<file path="src/design/lr_pkg.sv">
// Shared types, widths and codes of the line rasterizer.
package lr_pkg;

   // Canvas side is 2**COORD_BITS pixels; legal range 3 to 6.
   localparam int COORD_BITS = 6;
   // Fixed widths of the channel fields.
   localparam int FIELD_BITS = 6;
   localparam int COLOR_BITS = 8;
   // Span plus one needs one more bit than a coordinate.
   localparam int SPAN_BITS  = COORD_BITS + 1;
   // Error plus increment stays below twice the threshold.
   localparam int ERR_BITS   = COORD_BITS + 2;

   typedef logic [COORD_BITS-1:0] coord_type;
   typedef logic [FIELD_BITS-1:0] field_type;
   typedef logic [COLOR_BITS-1:0] color_type;
   typedef logic [SPAN_BITS-1:0]  span_type;
   typedef logic [ERR_BITS-1:0]   err_type;

   // Minor axis step, two's complement.
   typedef enum logic [1:0] {
      DIR_NONE = 2'd0,
      DIR_UP   = 2'd1,
      DIR_DOWN = 2'd3
   } dir_type;

   typedef enum logic [1:0] {
      ST_IDLE,
      ST_SETUP,
      ST_RUN
   } state_type;

   typedef struct packed {
      err_type   err;
      span_type  inc;
      span_type  thr;
      coord_type minor;
      dir_type   dir;
   } step_in_type;

   typedef struct packed {
      err_type   err;
      coord_type minor;
   } step_out_type;

endpackage

</file>
<file path="src/design/lr_intf.sv">
// Handshake channels of the line rasterizer: line command and pixel result.
interface lr_req_if;
   import lr_pkg::*;

   logic      valid;
   logic      ready;
   field_type start_x;
   field_type start_y;
   field_type end_x;
   field_type end_y;
   color_type color;

   modport source (output valid, start_x, start_y, end_x, end_y, color, input ready);
   modport sink   (input valid, start_x, start_y, end_x, end_y, color, output ready);
endinterface

interface lr_rsp_if;
   import lr_pkg::*;

   logic      valid;
   logic      ready;
   field_type pixel_x;
   field_type pixel_y;
   color_type pixel_color;
   logic      last_pixel;

   modport source (output valid, pixel_x, pixel_y, pixel_color, last_pixel, input ready);
   modport sink   (input valid, pixel_x, pixel_y, pixel_color, last_pixel, output ready);
endinterface

</file>
<file path="src/design/lr_step.sv">
// Error accumulate, threshold compare and minor-axis step of one pixel.
module lr_step (
   input  lr_pkg::step_in_type  step_in,
   output lr_pkg::step_out_type step_out
);
   import lr_pkg::*;

   err_type sum;
   logic    over;

   assign sum  = step_in.err + ERR_BITS'(step_in.inc);
   assign over = (sum >= ERR_BITS'(step_in.thr));

   always_comb begin
      step_out.err   = over ? (sum - ERR_BITS'(step_in.thr)) : sum;
      step_out.minor = step_in.minor;
      if (over) begin
         unique case (step_in.dir)
            DIR_UP:   step_out.minor = step_in.minor + 1'b1;
            DIR_DOWN: step_out.minor = step_in.minor - 1'b1;
            default:  step_out.minor = step_in.minor;
         endcase
      end
   end

endmodule

</file>
<file path="src/design/line_rasterizer_top.sv">
// Top level of the line rasterizer: command intake, setup, pixel sequencer.
//
// Takes one line command (two endpoints and a colour) per transfer on
// req_chan and returns the pixels of the line on rsp_chan, one transfer per
// pixel, walking the major axis upwards, with last_pixel set on the final
// one. Only the low COORD_BITS bits of each coordinate are used; when both
// spans are equal x is the major axis, and a single point gives one pixel.
// Sequence: a line of n pixels (n = major span + 1, at most 2**COORD_BITS)
// is handled in order: the command is taken into the raw command
// registers, a setup state works out spans, direction and the initial
// error, then the run state gives one pixel per cycle from the shared
// error/step unit, which handles exactly one pixel per cycle, as long as
// the output register has room; a stall on rsp_chan holds the walk.
// req_chan.ready is low from the command transfer until the final pixel
// has entered the output register, which lets the next command be taken
// while the final pixel of the previous line still waits for its transfer.
module line_rasterizer_top (
   input logic      clock,
   input logic      reset,
   lr_req_if.sink   req_chan,
   lr_rsp_if.source rsp_chan
);
   import lr_pkg::*;

   // Sequencer state.
   state_type state_ff, state_in;

   // Raw command, held from transfer to setup.
   coord_type x0_ff, x0_in;
   coord_type y0_ff, y0_in;
   coord_type x1_ff, x1_in;
   coord_type y1_ff, y1_in;
   color_type color_ff, color_in;

   // Walk state.
   coord_type major_ff, major_in;
   coord_type minor_ff, minor_in;
   coord_type end_ff, end_in;
   err_type   err_ff, err_in;
   span_type  inc_ff, inc_in;
   span_type  thr_ff, thr_in;
   dir_type   dir_ff, dir_in;
   logic      steep_ff, steep_in;

   // Output register.
   logic      rsp_valid_ff, rsp_valid_in;
   field_type px_ff, px_in;
   field_type py_ff, py_in;
   color_type pc_ff, pc_in;
   logic      last_ff, last_in;

   // Setup terms.
   coord_type    dx, dy, dmaj, dmin;
   coord_type    ma0, ma1, mi0, mi1;
   logic         steep;
   span_type     setup_inc;
   dir_type      setup_dir;

   // Shared unit.
   step_in_type  step_in;
   step_out_type step_out;

   logic         at_end;
   logic         slot_free;

   assign at_end    = (major_ff == end_ff);
   assign slot_free = !rsp_valid_ff || rsp_chan.ready;

   // Spans, major axis choice and swap so the major coordinate rises.
   always_comb begin
      dx    = (x0_ff >= x1_ff) ? (x0_ff - x1_ff) : (x1_ff - x0_ff);
      dy    = (y0_ff >= y1_ff) ? (y0_ff - y1_ff) : (y1_ff - y0_ff);
      steep = (dy > dx);
      if (steep) begin
         ma0  = y0_ff;
         ma1  = y1_ff;
         mi0  = x0_ff;
         mi1  = x1_ff;
         dmaj = dy;
         dmin = dx;
      end else begin
         ma0  = x0_ff;
         ma1  = x1_ff;
         mi0  = y0_ff;
         mi1  = y1_ff;
         dmaj = dx;
         dmin = dy;
      end
      if (ma0 > ma1) begin
         ma0 = ma1;
         ma1 = steep ? ((y0_ff > y1_ff) ? y0_ff : y1_ff)
                     : ((x0_ff > x1_ff) ? x0_ff : x1_ff);
         mi0 = mi1;
         mi1 = steep ? ((y0_ff > y1_ff) ? x0_ff : x1_ff)
                     : ((x0_ff > x1_ff) ? y0_ff : y1_ff);
      end
      priority if (mi1 > mi0) begin
         setup_dir = DIR_UP;
      end else if (mi1 < mi0) begin
         setup_dir = DIR_DOWN;
      end else begin
         setup_dir = DIR_NONE;
      end
      setup_inc = span_type'(dmin) + 1'b1;
   end

   always_comb begin
      step_in.err   = err_ff;
      step_in.inc   = inc_ff;
      step_in.thr   = thr_ff;
      step_in.minor = minor_ff;
      step_in.dir   = dir_ff;
   end

   lr_step u_step (
      .step_in  (step_in),
      .step_out (step_out)
   );

   // Next state and register loads.
   always_comb begin
      state_in     = state_ff;
      x0_in        = x0_ff;
      y0_in        = y0_ff;
      x1_in        = x1_ff;
      y1_in        = y1_ff;
      color_in     = color_ff;
      major_in     = major_ff;
      minor_in     = minor_ff;
      end_in       = end_ff;
      err_in       = err_ff;
      inc_in       = inc_ff;
      thr_in       = thr_ff;
      dir_in       = dir_ff;
      steep_in     = steep_ff;
      px_in        = px_ff;
      py_in        = py_ff;
      pc_in        = pc_ff;
      last_in      = last_ff;
      // Drop the held pixel once its transfer completes.
      rsp_valid_in = rsp_valid_ff && !rsp_chan.ready;

      unique case (state_ff)
         ST_IDLE: begin
            if (req_chan.valid) begin
               x0_in    = req_chan.start_x[COORD_BITS-1:0];
               y0_in    = req_chan.start_y[COORD_BITS-1:0];
               x1_in    = req_chan.end_x[COORD_BITS-1:0];
               y1_in    = req_chan.end_y[COORD_BITS-1:0];
               color_in = req_chan.color;
               state_in = ST_SETUP;
            end
         end
         ST_SETUP: begin
            steep_in = steep;
            major_in = ma0;
            minor_in = mi0;
            end_in   = ma1;
            dir_in   = setup_dir;
            inc_in   = setup_inc;
            thr_in   = span_type'(dmaj) + 1'b1;
            err_in   = ERR_BITS'(setup_inc >> 1);
            state_in = ST_RUN;
         end
         ST_RUN: begin
            // Advance one pixel whenever the output register has room.
            if (slot_free) begin
               rsp_valid_in = 1'b1;
               px_in        = field_type'(steep_ff ? minor_ff : major_ff);
               py_in        = field_type'(steep_ff ? major_ff : minor_ff);
               pc_in        = color_ff;
               last_in      = at_end;
               err_in       = step_out.err;
               minor_in     = step_out.minor;
               if (at_end) begin
                  state_in = ST_IDLE;
               end else begin
                  major_in = major_ff + 1'b1;
               end
            end
         end
         default: begin
            state_in = ST_IDLE;
         end
      endcase
   end

   always_ff @(posedge clock) begin
      if (reset) begin
         state_ff     <= ST_IDLE;
         rsp_valid_ff <= 1'b0;
      end else begin
         state_ff     <= state_in;
         rsp_valid_ff <= rsp_valid_in;
      end
   end

   always_ff @(posedge clock) begin
      x0_ff    <= x0_in;
      y0_ff    <= y0_in;
      x1_ff    <= x1_in;
      y1_ff    <= y1_in;
      color_ff <= color_in;
      major_ff <= major_in;
      minor_ff <= minor_in;
      end_ff   <= end_in;
      err_ff   <= err_in;
      inc_ff   <= inc_in;
      thr_ff   <= thr_in;
      dir_ff   <= dir_in;
      steep_ff <= steep_in;
      px_ff    <= px_in;
      py_ff    <= py_in;
      pc_ff    <= pc_in;
      last_ff  <= last_in;
   end

   // Ready only between lines.
   assign req_chan.ready = (state_ff == ST_IDLE);

   assign rsp_chan.valid       = rsp_valid_ff;
   assign rsp_chan.pixel_x     = px_ff;
   assign rsp_chan.pixel_y     = py_ff;
   assign rsp_chan.pixel_color = pc_ff;
   assign rsp_chan.last_pixel  = last_ff;

endmodule

</file>
<file path="src/flat_wrapper.sv">
// flat-port wrapper written by rule: the top's interface ports become plain ports
module line_rasterizer_top_flat import lr_pkg::*;
  (clock, reset, req_chan_valid, req_chan_start_x, req_chan_start_y, req_chan_end_x, req_chan_end_y, req_chan_color, req_chan_ready, rsp_chan_valid, rsp_chan_pixel_x, rsp_chan_pixel_y, rsp_chan_pixel_color, rsp_chan_last_pixel, rsp_chan_ready);
  lr_req_if req_chan_i ();
  lr_rsp_if rsp_chan_i ();
  input logic clock;
  input logic reset;
  input wire logic [$bits(req_chan_i.valid)-1:0] req_chan_valid;
  input wire logic [$bits(req_chan_i.start_x)-1:0] req_chan_start_x;
  input wire logic [$bits(req_chan_i.start_y)-1:0] req_chan_start_y;
  input wire logic [$bits(req_chan_i.end_x)-1:0] req_chan_end_x;
  input wire logic [$bits(req_chan_i.end_y)-1:0] req_chan_end_y;
  input wire logic [$bits(req_chan_i.color)-1:0] req_chan_color;
  output wire logic [$bits(req_chan_i.ready)-1:0] req_chan_ready;
  output wire logic [$bits(rsp_chan_i.valid)-1:0] rsp_chan_valid;
  output wire logic [$bits(rsp_chan_i.pixel_x)-1:0] rsp_chan_pixel_x;
  output wire logic [$bits(rsp_chan_i.pixel_y)-1:0] rsp_chan_pixel_y;
  output wire logic [$bits(rsp_chan_i.pixel_color)-1:0] rsp_chan_pixel_color;
  output wire logic [$bits(rsp_chan_i.last_pixel)-1:0] rsp_chan_last_pixel;
  input wire logic [$bits(rsp_chan_i.ready)-1:0] rsp_chan_ready;
  assign req_chan_i.valid = req_chan_valid;
  assign req_chan_i.start_x = req_chan_start_x;
  assign req_chan_i.start_y = req_chan_start_y;
  assign req_chan_i.end_x = req_chan_end_x;
  assign req_chan_i.end_y = req_chan_end_y;
  assign req_chan_i.color = req_chan_color;
  assign req_chan_ready = req_chan_i.ready;
  assign rsp_chan_valid = rsp_chan_i.valid;
  assign rsp_chan_pixel_x = rsp_chan_i.pixel_x;
  assign rsp_chan_pixel_y = rsp_chan_i.pixel_y;
  assign rsp_chan_pixel_color = rsp_chan_i.pixel_color;
  assign rsp_chan_last_pixel = rsp_chan_i.last_pixel;
  assign rsp_chan_i.ready = rsp_chan_ready;
  line_rasterizer_top u_core (.clock(clock), .reset(reset), .req_chan(req_chan_i), .rsp_chan(rsp_chan_i));
endmodule
</file>
<file path="config.mk">
export PLATFORM = sky130hd
export DESIGN_NAME = line_rasterizer_top_flat
export DESIGN_NICKNAME = d
export VERILOG_FILES = /design/src/design/lr_pkg.sv /design/src/design/lr_intf.sv /design/src/design/lr_step.sv /design/src/design/line_rasterizer_top.sv /design/src/flat_wrapper.sv
export SDC_FILE = /design/constraint.sdc
export NUM_CORES = 1
export LEC_CHECK = 0
export BUFFER_PORTS_ARGS = -buffer_cell sky130_fd_sc_hd__buf_4
export CAP_MARGIN = 20
export CORE_AREA = 2 2 120 209
export DETAILED_ROUTE_END_ITERATION = 10
export DIE_AREA = 0 0 122 211
export PLACE_DENSITY = 0.54
export SYNTH_ARGS = -nofsm -noshare
export SYNTH_HDL_FRONTEND = slang
export SYNTH_HIERARCHICAL = 1
export SYNTH_SLANG_ARGS = --single-unit
export TNS_END_PERCENT = 10
</file>
<file path="constraint.sdc">
create_clock -name clock -period 14.3 [get_ports clock]
set_clock_uncertainty 0.2 [all_clocks]
set_input_delay 1.43 -clock clock [delete_from_list [all_inputs] [get_ports clock]]
set_output_delay 1.43 -clock clock [all_outputs]
set_load 0.03 [all_outputs]
</file>
==> flow_summary.yaml <==
timing:
  fin_crit_sh_pct: 56.4
  tightest_slew_ps: 931
  setup_viol: 0
  rsz0062_at_grt: "no"
  fmax_ghz: 0.124
  tns_ps: 0
  fin_crit_ps: 8060
  finalMaxSlewViolations: 0
  hold_viol_final: 0
  slew-limit-headroom_pct: 37.3
placement:
  placed_cell_area_um2: 7890
  dp_hpwl_mm: 15.4
  place.gp.congestion: 0.916
  io_buffers: 58
detailed_routing:
  vias: 5201
  drt_iter0_drc: 236
  top_layer: "met4"
  antenna_left: 0
  dr_wl_met2_mm: 10.7
  drc_errors: 0
  drt-total-wl_mm: 18.9
  routedWlPerCell_um: 18.0
  vias_per_cell: 4.94
  wl_met3_um: 410
  firstDrtPassIters: 4
  wl_met1_mm: 6.54
clocking:
  cts_sinks: 99
  cts_tree: "built"
  cts_setup_buffers: 0
  clkTransAtPathRegs_ps: 70
  cts_max_path_buffers: 2
  hold_buffers: 0
  clk_latency_ps: 370
  post_cts_resize_count: 0
  root_buffer: "clkbuf_16"
  htreeDepth: 3
  cts_made_buffers: 9
pwr:
  cellPowerDensity_nw_per_um2: 255
  clockPowerShare_pct: 12.2
  combinationalPowerShare_pct: 64.2
  leakagePower_nw: 3.37
  p_sw_uw: 951
  vdd_drop_max_v: 0.000113
  intPower_mw: 1.14
  switching_share_pct: 45.4
  p_seq_share_pct: 23.6
floorplan:
  fp.dieW_um: 122
  fp.dieArea_um2: 25700
  die-height_um: 211
  rows: 75
  floorplan.initialDensity_pct: 29.8
  core-area_um2: 23900
  ios: 59
global_route:
  antenna_found_initial: 0
  grt_max_degree: 62
  grt_overflow: 0
  grt_pass1_wl_mm: 29.3
  grt_pass1_vias: 5440
  grt_usage_pct: 15.3
critical_path:
  crit_buf_inv: 6
  critPathArrivalTime_ps: 7980
  endpoint_kind: "flip-flop"
  reg2reg_depth: 33
  cp_max_fo: 61
  crit_slowest_cell: "inv_2"
  cp.depth: 33
  crit_required_ps: 14210
  path_delay_family: "compound AO/OA/AOI/OAI gates"
  critPathLaunchType: "flip-flop"
  worst-setup-path-type: "reg2reg"
  slowest_delay_ps: 710
synthesis:
  ys_ff_latch: 99
  ys_types: 63
  syn_inst: 686
  syn_area_per_cell_um2: 10.4
  synthTopCellsByArea: "edfxtp_1 (40%), ha_1 (11%), mux2i_1 (4.8%)"
  async_reset_ff_share_pct: 0
  ys_warn_count: 6
  synth_edf_count: 96
  synth-seq-area-share_pct: 41.3
  yosys.area.top_type: "edfxtp_1"
  synth.net_count: 790
  synth_top_area_share_pct: 40.5
  synth_area_um2: 7120
  synth-main-ff-cell: "edfxtp_1"
cells_and_area:
  fin_nets: 844
  drive_gt1_share_pct: 16.9
  layout_commonest_cell: "edfxtp_1"
  insertedDiodeCount: 0
  final_area_um2: 8200
  area_delta_synth_final_pct: 15.2
  mostFrequentLayoutCells: "edfxtp_1 (96), inv_1 (65), buf_4 (61), ha_1 (61), nand2_1 (56)"
  multiInputGateArea_um2: 3860
  fillers: 2442
  seq_area_um2: 2940
hold_path:
  whs_path_depth: 0
  hold_path_class: "reg2reg"
flow_run:
  maxCapViolations: 0
run_status:
  outcome: "complete, no violations"
[through the flow]
stage	std cells	power (mW)	hold slack, ps	worst slack (ps)	util (%)
3_5_place_dp	1037	1.85	205	6290	33.0
6_report	1053	2.10	217	6240	34.3
2_1_floorplan	686	1.52	200	7380	-
4_1_cts	1053	2.12	221	6270	34.3
5_1_grt	1053	2.28	227	5440	34.3
3_3_place_gp	1037	1.84	201	6450	33.0
[layout make-up]
cell class                      instances  share of cell area, %
Clock buffer                           10                   2.79
Clock inverter                          6                   1.02
Inverter                               66                   3.02
Multi-Input combinational cell        503                   47.0
Sequential cell                        99                   35.9
Tap cell                              308                   4.70
Timing Repair Buffer                   61                   5.58
[metal layers]
| layer | up-vias | global-route usage (%) |
|---|---|---|
| met5 | - | 0 |
| met4 | 0 | 10.8 |
| met3 | 53 | 1.94 |
| met2 | 96 | 29.4 |
| met1 | 2438 | 14.3 |
| li1 | 2614 | - |
[cell usage after synthesis, types with 3 or more instances]
cell type  instances
xor2_1            12
nor3_1             5
a21o_1            16
nand3_1           18
nor2b_1            9
nand2b_1           8
clkbuf_1          11
a211oi_1          11
a21oi_1           52
or2_2              3
xnor2_1           24
dfxtp_1            3
a211o_1            3
o211ai_1          21
buf_2              3
fa_1               7
o21bai_1           4
or3_1              4
nand2_1           56
buf_1              3
and2_1             7
o211a_1            3
edfxtp_1          96
o21a_1             6
mux2i_1           34
nor2_1            29
ha_1              61
nand4_1            8
o21ai_0           41
mux2_2            22
mux2_4             4
inv_1             65
[flip-flops by register name (all words and copies together) (netlist names), 7 cells and up]
register,cells
u_core/color_ff,8
u_core/rsp_chan.pixel_color,8
u_core/thr_ff,7
u_core/inc_ff,7
u_core/err_ff,8
[worst register-to-register path, delay by kind of cell (launching register included)]
kind | cells | cell delay [ps]
fa+ha+maj | 5 | 1570
simple gates | 10 | 1570
mux | 2 | 330
buf+inv | 6 | 1300
compound gates | 9 | 2300
flops | 1 | 410
xor+xnor | 1 | 130
[cells by family after synthesis]
logic type      after synthesis  share of synthesized area, %
compound gates              176                          16.2
xor+xnor                     36                          4.43
fa+ha+maj                    68                          12.7
buf+inv                      84                          4.58
flops                        99                          41.3
mux                          60                          9.10
simple gates                163                          11.7
[worst paths after layout]
path | startpoint | end | slack [ps]
min | u_core/color_ff[1] | u_core/rsp_chan.pixel_color[1] | 220
max | u_core/y0_ff[0] | u_core/dir_ff[0] | 6240
max reg2reg | u_core/y0_ff[0] | u_core/dir_ff[0] | 6240
min reg2reg | u_core/color_ff[1] | u_core/rsp_chan.pixel_color[1] | 220
[power groups by stage]
stage	Combinational (mW)	Clock (mW)	Sequential (mW)
after CTS	1.35	0.266	0.495
after detailed placement	1.35	0	0.502
after global placement	1.34	0	0.500
after floorplan	1.03	0	0.489
final	1.35	0.256	0.494
after global routing	1.51	0.272	0.502
(Power assumes the default switching activity.)
